<file path="config.mk">
export PLATFORM = sky130hd
export DESIGN_NAME = stereo_soft_clip_dc_blocker_top
export DESIGN_NICKNAME = d
export VERILOG_FILES = /design/src/sscd_pkg.sv /design/src/stereo_soft_clip_dc_blocker_top.sv /design/src/sscd_mul.sv /design/src/sscd_ctrl.sv
export SDC_FILE = /design/constraint.sdc
export NUM_CORES = 2
export LEC_CHECK = 0
export BUFFER_PORTS_ARGS = -buffer_cell sky130_fd_sc_hd__buf_2
export CORE_MARGIN = 2
export CORE_UTILIZATION = 56
export DETAILED_ROUTE_END_ITERATION = 12
export MAX_ROUTING_LAYER = met4
export PLACE_DENSITY = 0.72
export SLEW_MARGIN = 15
export SYNTH_ARGS = -nofsm -noshare
export SYNTH_HDL_FRONTEND = slang
export SYNTH_HIERARCHICAL = 1
export SYNTH_SLANG_ARGS = --single-unit
</file>
<file path="constraint.sdc">
create_clock -name clk -period 10.5 [get_ports clk]
set_input_delay 2.625 -clock clk [delete_from_list [all_inputs] [get_ports clk]]
set_output_delay 2.625 -clock clk [all_outputs]
set_load 0.01 [all_outputs]
</file>
<file path="src/sscd_pkg.sv">
// ----------------------------------------------------------------------------
// sscd_pkg
// shared types, constants and helpers of the stereo soft clip / dc blocker
// ----------------------------------------------------------------------------
package sscd_pkg;

	typedef struct packed {
		logic signed [15:0] left_in;
		logic signed [15:0] right_in;
	} in_t;

	typedef struct packed {
		logic signed [15:0] left_out;
		logic signed [15:0] right_out;
	} out_t;

	// arithmetic steps of one channel, in issue order
	typedef enum logic [2:0] {
		ST_GAIN  = 3'd0,
		ST_RECIP = 3'd1,
		ST_SQ    = 3'd2,
		ST_CUBE  = 3'd3,
		ST_DIV3  = 3'd4,
		ST_SCALE = 3'd5,
		ST_DC    = 3'd6
	} step_t;

	localparam int N_STEPS  = 7;
	localparam int N_CHAN   = 2;
	localparam int LAST_CNT = N_STEPS * N_CHAN;
	localparam int CNT_W    = $clog2(LAST_CNT + 1);

	// shared multiplier
	localparam int MUL_W  = 27;
	localparam int PROD_W = 2 * MUL_W;

	typedef struct packed {
		logic  vld;
		step_t step;
		logic  ch;
	} tag_t;

	typedef struct packed {
		logic  in_ready;
		logic  load_out;
		tag_t  issue;
	} ctrl_t;

	localparam logic [14:0] GAIN_BYPASS = 15'd32767;
	localparam logic [14:0] GAIN_RESET  = 15'd32767;
	localparam int          KNEE_THR    = 18000;
	localparam int          KNEE_RANGE  = 14768;
	localparam int          DC_COEF     = 32669;
	localparam int          Q_SH        = 15;

	// over*32768/14768 == (over<<11)/923, done as a reciprocal multiply
	localparam int RECIP_PRE = 11;
	localparam int RECIP_M   = 37226153;
	localparam int RECIP_SH  = 35;
	// divide by three for values below 2^16
	localparam int DIV3_M    = 87382;
	localparam int DIV3_SH   = 18;

	function automatic logic signed [15:0] sat16(input logic signed [31:0] v);
		if (v > 32'sd32767) begin
			return 16'sh7fff;
		end else if (v < -32'sd32768) begin
			return 16'sh8000;
		end else begin
			return $signed(v[15:0]);
		end
	endfunction

endpackage

</file>
<file path="src/stereo_soft_clip_dc_blocker_top.sv">
// ----------------------------------------------------------------------------
// stereo_soft_clip_dc_blocker_top
// master gain, cubic soft knee and dc blocker for stereo q15 frames
// ----------------------------------------------------------------------------
// A frame is taken when the block is idle and its result is loaded into the
// output register once all of its products have been absorbed; the next frame
// can be taken only after that, so the block does not take a new frame before
// it is through with the last one. The fourteen multiplications per frame (seven
// per channel, left and right interleaved) all pass through one shared
// 27x27 registered multiplier. A waiting output word blocks the next frame:
// the finished frame is held back until the output register is free, and no
// new frame is accepted before then.
// master_gain may be written at any time the block is idle and applies from
// the next frame on; the dc blocker history of both channels clears on reset.
// ----------------------------------------------------------------------------
module stereo_soft_clip_dc_blocker_top (
	input  logic           clk,
	input  logic           arst_n,
	input  logic           cfg_wr_en,
	input  logic [14:0]    cfg_wr_data,
	input  logic           in_valid,
	output logic           in_ready,
	input  sscd_pkg::in_t  in_data,
	output logic           out_valid,
	input  logic           out_ready,
	output sscd_pkg::out_t out_data
);

	localparam int MW = sscd_pkg::MUL_W;
	localparam int PW = sscd_pkg::PROD_W;
	localparam int NC = sscd_pkg::N_CHAN;

	sscd_pkg::ctrl_t ctrl;
	sscd_pkg::tag_t  ptag;
	logic signed [PW-1:0] prod;
	logic signed [MW-1:0] op_a;
	logic signed [MW-1:0] op_b;

	logic [14:0] gain_q;
	logic        out_valid_q;
	sscd_pkg::out_t out_q;
	logic        slot_free;
	logic        in_acc;

	// per-channel working registers
	logic signed [15:0] smp_q   [NC];
	logic signed [15:0] v_q     [NC];
	logic               neg_q   [NC];
	logic               knee_q  [NC];
	logic [14:0]        over_q  [NC];
	logic [16:0]        r_q     [NC];
	logic [16:0]        r2_q    [NC];
	logic [16:0]        u_q     [NC];
	logic [14:0]        sh_q    [NC];
	logic signed [15:0] clip_q  [NC];
	logic signed [15:0] px_q    [NC];
	logic signed [31:0] py_q    [NC];

	// absorb-side values
	logic               ach;
	logic signed [15:0] g_v;
	logic signed [16:0] g_vx;
	logic signed [16:0] g_ov;
	logic               g_knee;
	logic               g_neg;
	logic [16:0]        d_diff;
	logic [13:0]        d_q3;
	logic [14:0]        d_sh;
	logic [13:0]        s_kn;
	logic signed [16:0] s_kv;
	logic signed [15:0] s_clip;
	logic signed [31:0] dc_y;

	assign slot_free = !out_valid_q || out_ready;
	assign in_ready  = ctrl.in_ready;
	assign in_acc    = in_valid && ctrl.in_ready;
	assign out_valid = out_valid_q;
	assign out_data  = out_q;

	sscd_ctrl u_ctrl (
		.clk       (clk),
		.arst_n    (arst_n),
		.in_valid  (in_valid),
		.slot_free (slot_free),
		.ctrl      (ctrl)
	);

	sscd_mul u_mul (
		.clk     (clk),
		.arst_n  (arst_n),
		.op_a    (op_a),
		.op_b    (op_b),
		.tag_in  (ctrl.issue),
		.prod    (prod),
		.tag_out (ptag)
	);

	// operand select for the step being issued
	always_comb begin
		logic c;
		c    = ctrl.issue.ch;
		op_a = '0;
		op_b = '0;
		case (ctrl.issue.step)
			sscd_pkg::ST_GAIN: begin
				op_a = MW'(smp_q[c]);
				op_b = MW'({1'b0, gain_q});
			end
			sscd_pkg::ST_RECIP: begin
				op_a = MW'({over_q[c], {sscd_pkg::RECIP_PRE{1'b0}}});
				op_b = MW'(sscd_pkg::RECIP_M);
			end
			sscd_pkg::ST_SQ: begin
				op_a = MW'(r_q[c]);
				op_b = MW'(r_q[c]);
			end
			sscd_pkg::ST_CUBE: begin
				op_a = MW'(r2_q[c]);
				op_b = MW'(r_q[c]);
			end
			sscd_pkg::ST_DIV3: begin
				op_a = MW'(u_q[c]);
				op_b = MW'(sscd_pkg::DIV3_M);
			end
			sscd_pkg::ST_SCALE: begin
				op_a = MW'(sh_q[c]);
				op_b = MW'(sscd_pkg::KNEE_RANGE);
			end
			sscd_pkg::ST_DC: begin
				op_a = $signed(py_q[c][MW-1:0]);
				op_b = MW'(sscd_pkg::DC_COEF);
			end
			default: begin
				op_a = '0;
				op_b = '0;
			end
		endcase
	end

	// results of the product now in the multiplier register
	always_comb begin
		ach = ptag.ch;

		// gain and knee detection
		g_v    = (gain_q == sscd_pkg::GAIN_BYPASS) ? smp_q[ach]
			: $signed(prod[30:15]);
		g_vx   = 17'(g_v);
		g_knee = 1'b0;
		g_neg  = 1'b0;
		g_ov   = '0;
		if (g_vx > 17'(sscd_pkg::KNEE_THR)) begin
			g_knee = 1'b1;
			g_ov   = g_vx - 17'(sscd_pkg::KNEE_THR);
		end else if (g_vx < -17'(sscd_pkg::KNEE_THR)) begin
			g_knee = 1'b1;
			g_neg  = 1'b1;
			g_ov   = -17'(sscd_pkg::KNEE_THR) - g_vx;
		end

		// shaped = r - u/3, capped
		d_q3   = prod[sscd_pkg::DIV3_SH+13:sscd_pkg::DIV3_SH];
		d_diff = r_q[ach] - {3'b000, d_q3};
		d_sh   = (d_diff > 17'd32767) ? 15'd32767 : d_diff[14:0];

		// back to the knee range and rebuild the sample
		s_kn   = prod[sscd_pkg::Q_SH+13:sscd_pkg::Q_SH];
		s_kv   = neg_q[ach] ? (-17'(sscd_pkg::KNEE_THR) - 17'(s_kn))
			: (17'(sscd_pkg::KNEE_THR) + 17'(s_kn));
		s_clip = knee_q[ach] ? s_kv[15:0] : v_q[ach];

		// one-pole blocker, floor shift of the feedback product
		dc_y = 32'(clip_q[ach]) - 32'(px_q[ach]) + $signed(prod[46:15]);
	end

	always_ff @(posedge clk) begin
		if (in_acc) begin
			smp_q[0] <= in_data.left_in;
			smp_q[1] <= in_data.right_in;
		end
		if (ptag.vld) begin
			case (ptag.step)
				sscd_pkg::ST_GAIN: begin
					v_q[ach]    <= g_v;
					knee_q[ach] <= g_knee;
					neg_q[ach]  <= g_neg;
					over_q[ach] <= g_ov[14:0];
				end
				sscd_pkg::ST_RECIP: begin
					r_q[ach] <= prod[sscd_pkg::RECIP_SH+16:sscd_pkg::RECIP_SH];
				end
				sscd_pkg::ST_SQ: begin
					r2_q[ach] <= prod[sscd_pkg::Q_SH+16:sscd_pkg::Q_SH];
				end
				sscd_pkg::ST_CUBE: begin
					u_q[ach] <= prod[sscd_pkg::Q_SH+16:sscd_pkg::Q_SH];
				end
				sscd_pkg::ST_DIV3: begin
					sh_q[ach] <= d_sh;
				end
				sscd_pkg::ST_SCALE: begin
					clip_q[ach] <= s_clip;
				end
				default: begin
				end
			endcase
		end
		if (ctrl.load_out) begin
			out_q.left_out  <= sscd_pkg::sat16(py_q[0]);
			out_q.right_out <= sscd_pkg::sat16(py_q[1]);
		end
	end

	// blocker history, gain register and output word flag
	always_ff @(posedge clk or negedge arst_n) begin
		if (!arst_n) begin
			gain_q      <= sscd_pkg::GAIN_RESET;
			out_valid_q <= 1'b0;
			px_q[0]     <= '0;
			px_q[1]     <= '0;
			py_q[0]     <= '0;
			py_q[1]     <= '0;
		end else begin
			if (cfg_wr_en) begin
				gain_q <= cfg_wr_data;
			end
			if (ctrl.load_out) begin
				out_valid_q <= 1'b1;
			end else if (out_ready) begin
				out_valid_q <= 1'b0;
			end
			if (ptag.vld && (ptag.step == sscd_pkg::ST_DC)) begin
				px_q[ach] <= clip_q[ach];
				py_q[ach] <= dc_y;
			end
		end
	end

endmodule

</file>
<file path="src/sscd_mul.sv">
// ----------------------------------------------------------------------------
// sscd_mul
// shared signed multiplier with registered product and operation tag
// ----------------------------------------------------------------------------
module sscd_mul (
	input  logic                                clk,
	input  logic                                arst_n,
	input  logic signed [sscd_pkg::MUL_W-1:0]   op_a,
	input  logic signed [sscd_pkg::MUL_W-1:0]   op_b,
	input  sscd_pkg::tag_t                      tag_in,
	output logic signed [sscd_pkg::PROD_W-1:0]  prod,
	output sscd_pkg::tag_t                      tag_out
);

	logic signed [sscd_pkg::PROD_W-1:0] prod_s1;
	sscd_pkg::tag_t                     tag_s1;

	always_ff @(posedge clk) begin
		prod_s1 <= sscd_pkg::PROD_W'(op_a) * sscd_pkg::PROD_W'(op_b);
	end

	always_ff @(posedge clk or negedge arst_n) begin
		if (!arst_n) begin
			tag_s1 <= '0;
		end else begin
			tag_s1 <= tag_in;
		end
	end

	assign prod    = prod_s1;
	assign tag_out = tag_s1;

endmodule

</file>
<file path="src/sscd_ctrl.sv">
// ----------------------------------------------------------------------------
// sscd_ctrl
// sequencer: steps both channels alternately through the shared multiplier
// ----------------------------------------------------------------------------
module sscd_ctrl (
	input  logic            clk,
	input  logic            arst_n,
	input  logic            in_valid,
	input  logic            slot_free,
	output sscd_pkg::ctrl_t ctrl
);

	typedef enum logic [2:0] {
		FSM_IDLE = 3'b001,
		FSM_RUN  = 3'b010,
		FSM_DONE = 3'b100
	} fsm_t;

	fsm_t                       state_q;
	logic [sscd_pkg::CNT_W-1:0] cnt_q;
	logic                       last;

	assign last = (cnt_q == sscd_pkg::CNT_W'(sscd_pkg::LAST_CNT));

	always_ff @(posedge clk or negedge arst_n) begin
		if (!arst_n) begin
			state_q <= FSM_IDLE;
			cnt_q   <= '0;
		end else begin
			case (state_q)
				FSM_IDLE: begin
					cnt_q <= '0;
					if (in_valid) begin
						state_q <= FSM_RUN;
					end
				end
				FSM_RUN: begin
					cnt_q <= cnt_q + 1'b1;
					// last count only drains the multiplier
					if (last) begin
						state_q <= FSM_DONE;
					end
				end
				FSM_DONE: begin
					if (slot_free) begin
						state_q <= FSM_IDLE;
					end
				end
				default: begin
					state_q <= FSM_IDLE;
				end
			endcase
		end
	end

	always_comb begin
		ctrl.in_ready   = (state_q == FSM_IDLE);
		ctrl.load_out   = (state_q == FSM_DONE) && slot_free;
		ctrl.issue.vld  = (state_q == FSM_RUN) && !last;
		ctrl.issue.step = sscd_pkg::step_t'(cnt_q[3:1]);
		ctrl.issue.ch   = cnt_q[0];
	end

endmodule

</file>
# After elaboration in Yosys (flattened, before gate mapping)
# Memory sizes are Yosys's and may differ from the RTL's.
# Cells that the tools add are included.
# W data, S select, Z words.
totals:
  ram_bits: 262
  in_bits: 52
  mem_count: 10
  register_bits: 208
  elab_cells: 131
memory_table:
  columns: ["memory", "words", "width", "read_ports", "rd_clocked_by_memory_dff", "wr", "line_no", "source"]
  rows:
  - ["r2_q", 2, 17, 1, 0, 1, "stereo_soft_clip_dc_blocker_top.sv:52", "logic [16:0] r2_q [NC];"]
  - ["r_q", 2, 17, 2, 0, 1, "stereo_soft_clip_dc_blocker_top.sv:51", "logic [16:0] r_q [NC];"]
  - ["u_q", 2, 17, 1, 0, 1, "stereo_soft_clip_dc_blocker_top.sv:53", "logic [16:0] u_q [NC];"]
  - ["clip_q", 2, 16, 1, 0, 1, "stereo_soft_clip_dc_blocker_top.sv:55", "logic signed [15:0] clip_q [NC];"]
  - ["smp_q", 2, 16, 2, 0, 2, "stereo_soft_clip_dc_blocker_top.sv:46", "logic signed [15:0] smp_q [NC];"]
  - ["v_q", 2, 16, 1, 0, 1, "stereo_soft_clip_dc_blocker_top.sv:47", "logic signed [15:0] v_q [NC];"]
  - ["4 more memories", null, null, null, null, null, null, null]
classes:
  eq_ne: 20
  order_cmp: 10
  multipliers: 1
  n_mux: 52
  bitwise_logic: 2
  add_sub_neg: 8
  reduce_logical: 14
ops:
  columns: ["op", "count"]
  rows:
  - ["$pmux W27 S7", 1]
  - ["$pmux W26 S6", 1]
  - ["$mux W16", 9]
  - ["$mux W27", 3]
  - ["$bwmux W64", 1]
  - ["$gt A32 B16 Y1 const B", 2]
  - ["$lt A32 B16 Y1 const B", 2]
  - ["$mul A27 B27 Y52", 1]
  - ["$mux W15", 3]
  - ["$add A17 B32 Y32", 1]
  - ["$bwmux W32", 1]
  - ["$demux W32 S1", 1]
  - ["$mux W32", 1]
  - ["$mux W1", 25]
  - ["$eq A3 B3 Y1 const B", 7]
  - ["$gt A17 B15 Y1 const B", 1]
  - ["$sub A16 B16 Y17", 1]
  - ["$sub A17 B14 Y17", 1]
  - ["$add A15 B14 Y16 const A", 1]
  - ["$demux W16 S1", 1]
  - ["$gt A16 B16 Y1 const B", 1]
  - ["$lt A16 B16 Y1 const B", 1]
  - ["$sub A16 B15 Y16 const A", 1]
  - ["$eq A15 B15 Y1 const B", 1]
  - ["other kinds (21)", 39]

# Logic depth before layout (Yosys ltp)
logic_depth:
  ltp_word: 7
  ltp_mapped: 38

# Hierarchy
# The synthesis kept the hierarchy.
by_module_without_submodules:
  columns: ["module", "seq_area_each_um2", "n_inst", "cells_each", "area_per_inst_um2"]
  rows:
  - ["sscd_mul", 1206.2, 1, 2944, 27411.3]
  - ["stereo_soft_clip_dc_blocker_top", 11649.9, 1, 1919, 21620.7]
  - ["sscd_ctrl", 176.4, 1, 49, 437.9]

# Worst setup path before layout
# Ideal clock, no wire load.
synth_path:
  path_type: "register -> register"
  from: "register u_ctrl/cnt_q[0] (netlist name)"
  to: "register u_mul.prod_s1 (netlist bit u_mul/prod[44])"
  arrival_ns: 8.916
  period_less_slack_ns: 9.040
  required_time_ns: 10.377
  path_stages_with_launch: 29
  setup_ns: 0.123
  setup_slack_ns: 1.460
  path_cell_list: "dfrtp_1 -> clkbuf_1 -> buf_1 -> buf_1 -> clkbuf_1 -> mux2i_1 -> o22ai_1 -> clkbuf_1 -> nand2_1 -> inv_1 -> fa_1 -> fa_1 -> fa_1 -> ha_1 -> inv_1 -> fa_1 -> inv_1 -> fa_1 -> inv_1 -> fa_1 -> inv_1 -> ha_1 -> or2_2 -> and4_1 -> a221o_1 -> a41o_1 -> a31oi_1 -> o21bai_1 -> xor2_1"
synth_via:
  elab_chain_len: 6
  word_cells_on_any_way: 13
  classes_between: "1 x mul; 5 x mux; 1 x bitwise; 6 x memory"
synth_rtl:
  columns: ["item", "line_no", "source"]
  rows:
  - ["from (decl)", "sscd_ctrl.sv:20", "logic [sscd_pkg::CNT_W-1:0] cnt_q;"]
  - ["from (signal assigned)", "sscd_ctrl.sv:38", "cnt_q <= cnt_q + 1'b1;"]
  - ["$not A1 Y2 (implied by the code)", "stereo_soft_clip_dc_blocker_top.sv:130", "op_a = $signed(py_q[c][MW-1:0]);"]
  - ["$mux W27 (implied by the code) (3 in a row)", "stereo_soft_clip_dc_blocker_top.sv:130", null]
  - ["$pmux W27 S7 (*)", "stereo_soft_clip_dc_blocker_top.sv:104", "case (ctrl.issue.step)"]
  - ["named net op_a[26]", "stereo_soft_clip_dc_blocker_top.sv:36", "logic signed [MW-1:0] op_a;"]
  - ["$mul A27 B27 Y52 (*)", "sscd_mul.sv:19", "prod_s1 <= sscd_pkg::PROD_W'(op_a) * sscd_pkg::PROD_W'(op_b);"]
  - ["to (signal assigned)", "sscd_mul.sv:19", null]
  - ["to (decl)", "sscd_mul.sv:15", "logic signed [sscd_pkg::PROD_W-1:0] prod_s1;"]
# The timed path passes the listed nets; every way through them passes the cells marked *. The select of a mux whose other input is x is not followed.
# A chain may end at the register's enable or synchronous reset.

# Worst setup path after layout
layout_path:
  from: "register u_ctrl/cnt_q[1] (netlist name)"
  to: "register u_mul.prod_s1 (netlist bit u_mul/prod[46])"
layout_via:
  word_cells_on_any_way: 11
  classes_between: "1 x mul; 6 x eq/ne; 2 x mux; 2 x reduce/logical"
layout_lines:
  columns: ["item", "line_no"]
  rows:
  - ["$eq A3 B3 Y1 (tied with other cells)", "stereo_soft_clip_dc_blocker_top.sv:104"]
  - ["$pmux W27 S7 (*)", "stereo_soft_clip_dc_blocker_top.sv:104"]
  - ["named net op_a[15]", "stereo_soft_clip_dc_blocker_top.sv:36"]
  - ["$mul A27 B27 Y52 (*)", "sscd_mul.sv:19"]
# The timed path passes the listed nets; every way through them passes the cells marked *.

==> impl_metrics.json <==
{
  "outcome": "finished clean",
  "syn-instance-count": 4823,
  "maxSlewHeadroom_pct": 13.6,
  "grt_usage_pct": 32.3,
  "fin_nets": 5904,
  "n_fill_cell": 7009,
  "area_delta_synth_final_pct": 7.58,
  "h-tree-depth": 2,
  "period_needed_ps": 9570,
  "first_pass_iters": 7,
  "wl_mm": 135,
  "drtIter0Drc": 3468,
  "grt_pass1_wl_mm": 214,
  "dp_hpwl_mm": 107,
  "cts_tree": "done",
  "endpoint_kind": "flop",
  "synth_area_sq_mm": 0.0485,
  "vias": 34660,
  "cp-start-kind": "flop",
  "min_path_type": "reg -> reg",
  "chipHeight_microns": 298,
  "postCtsSetupRepairBufs": 0,
  "drc": 0,
  "port_buffers": 85,
  "crit_arrival_ps": 10090,
  "clk_latency_ps": 600,
  "slowest_stage": "or4_1",
  "path_clk_slew_ps": 60,
  "post_drt_wl_per_cell_microns": 22.3,
  "die-area_sq_mm": 0.0890,
  "cts_buffer_depth": 3,
  "antenna_found_initial": 4,
  "place_congestion": 0.985,
  "cts_buffers": 46,
  "grt_pass1_vias": 36352,
  "worst_hold_slack_ps": 459,
  "setup_viol": 0,
  "cts-root-buf": "clkbuf_16",
  "initial_core_util_pct": 56.7,
  "grt_max_degree": 103,
  "rsz0062_at_grt": "false",
  "worstMarginPinSlew_ps": 1280,
  "max_freq_ghz": 0.104,
  "drive_gt1_share_pct": 9.11,
  "min_period_over_period_pct": 91.2,
  "hold_viol": 0,
  "skew_ps": 16.0,
  "detail-route-antenna-nets": 0,
  "clock_sinks": 455,
  "max_stage_delay_ps": 750,
  "ys.warnings.count": 6,
  "grt_overflow": 0,
  "critPathRequiredTime_ps": 11020,
  "holdBufCountCts": 0,
  "slew_viol_final": 0,
  "core-area_sq_mm": 0.0855,
  "path_common_cell": "fa_1",
  "num_io_pins": 86,
  "vias_per_cell": 5.74,
  "path_class": "reg -> reg",
  "critPathMaxFanout": 22,
  "maxCapViolations": 0,
  "rows": 107,
  "ctsResizeCount": 0,
  "synth_area_per_cell_sq_um": 10.1,
  "die_w_microns": 298,
  "setup_tns_ps": 0
}
==> stage by stage <==
| step | worst slack, ps | area (sq um) | util (%) | instances |
|---|---|---|---|---|
| after floorplan | 1590 | 48600 | - | 4849 |
| after global placement | 1100 | 50700 | 59.2 | 5951 |
| after detailed placement | 1090 | 50700 | 59.2 | 5952 |
| after CTS | 1040 | 52200 | 61.0 | 6038 |
| after global routing | 530 | 52200 | 61.0 | 6039 |
| final | 926 | 52200 | 61.0 | 6039 |
==> routing by layer <==
metal	routed length [microns]	vias to the layer above	GRT usage, %
li1	-	15193	-
met1	55100	17530	43.6
met2	61400	1649	49.3
met3	12100	288	5.38
met4	6370	0	12.8
met5	0	-	-
==> sequential cells by signal (all words and copies together) (netlist names), 34 cells and up <==
signal,flops
py_q,64
r_q,34
r2_q,34
u_mul/prod,37
u_q,34
==> worst paths after layout <==
path / startpoint / cells past startpoint / slack (ps) / endpoint
worst max-delay path: u_ctrl/cnt_q[1] / 30 / 930 / u_mul/prod[46]
worst min-delay path: u_mul/prod[48] / 0 / 460 / r_q[1][13]
worst max register to register: u_ctrl/cnt_q[1] / 30 / 930 / u_mul/prod[46]
worst min register to register: u_mul/prod[48] / 0 / 460 / r_q[1][13]
max in group asynchronous: arst_n / 2 / 6850 / px_q[21]
min in group asynchronous: arst_n / 1 / 2170 / u_ctrl/state_q[2]
==> critical path: cells and delay by family, from the launching register on <==
family / cells / cell delay, ps
compound gates: 5 / 1180
xor+xnor: 1 / 160
fa+ha+maj: 8 / 3960
buf+inv: 7 / 1040
flops: 1 / 570
simple gates: 9 / 2520
==> area by class of cell <==
cell class / count / area, sq um / share of cell area [%]
clock inverters: 27 / 248 / 0.475
inverters: 918 / 3450 / 6.60
multi-input cells: 3231 / 31800 / 60.8
clock buffers: 59 / 1280 / 2.46
well taps: 1144 / 1430 / 2.74
repair buffers: 204 / 1350 / 2.58
flip-flops and latches: 455 / 12700 / 24.3
diodes: 1 / 2.50 / 0.00479
==> cells in the final DEF, fill, tap and decap left out, types with 15 or more instances in the layout <==
cell and instances:
o21a_1 16, nor3_1 20, xnor2_1 57, o21ai_1 15, ha_1 211, mux2i_1 139
a21o_1 75, o21ai_0 98, a31oi_1 17, clkbuf_16 49, nand3_1 34, inv_1 917
dfxtp_1 37, buf_2 84, nand2b_1 33, nand2_1 694, a22oi_1 16, xor2_1 30
nor2b_1 18, dfstp_2 16, a21oi_1 134, and3_1 15, mux2_2 83, fa_1 785
o22ai_1 40, nand4_1 22, conb_1 27, and2_1 306, dfrtp_1 106, nor2_1 120
edfxtp_1 294, buf_4 118
Power is not shown: default switching activity piles up to over one toggle a cycle in this logic, so the estimate is an artifact.
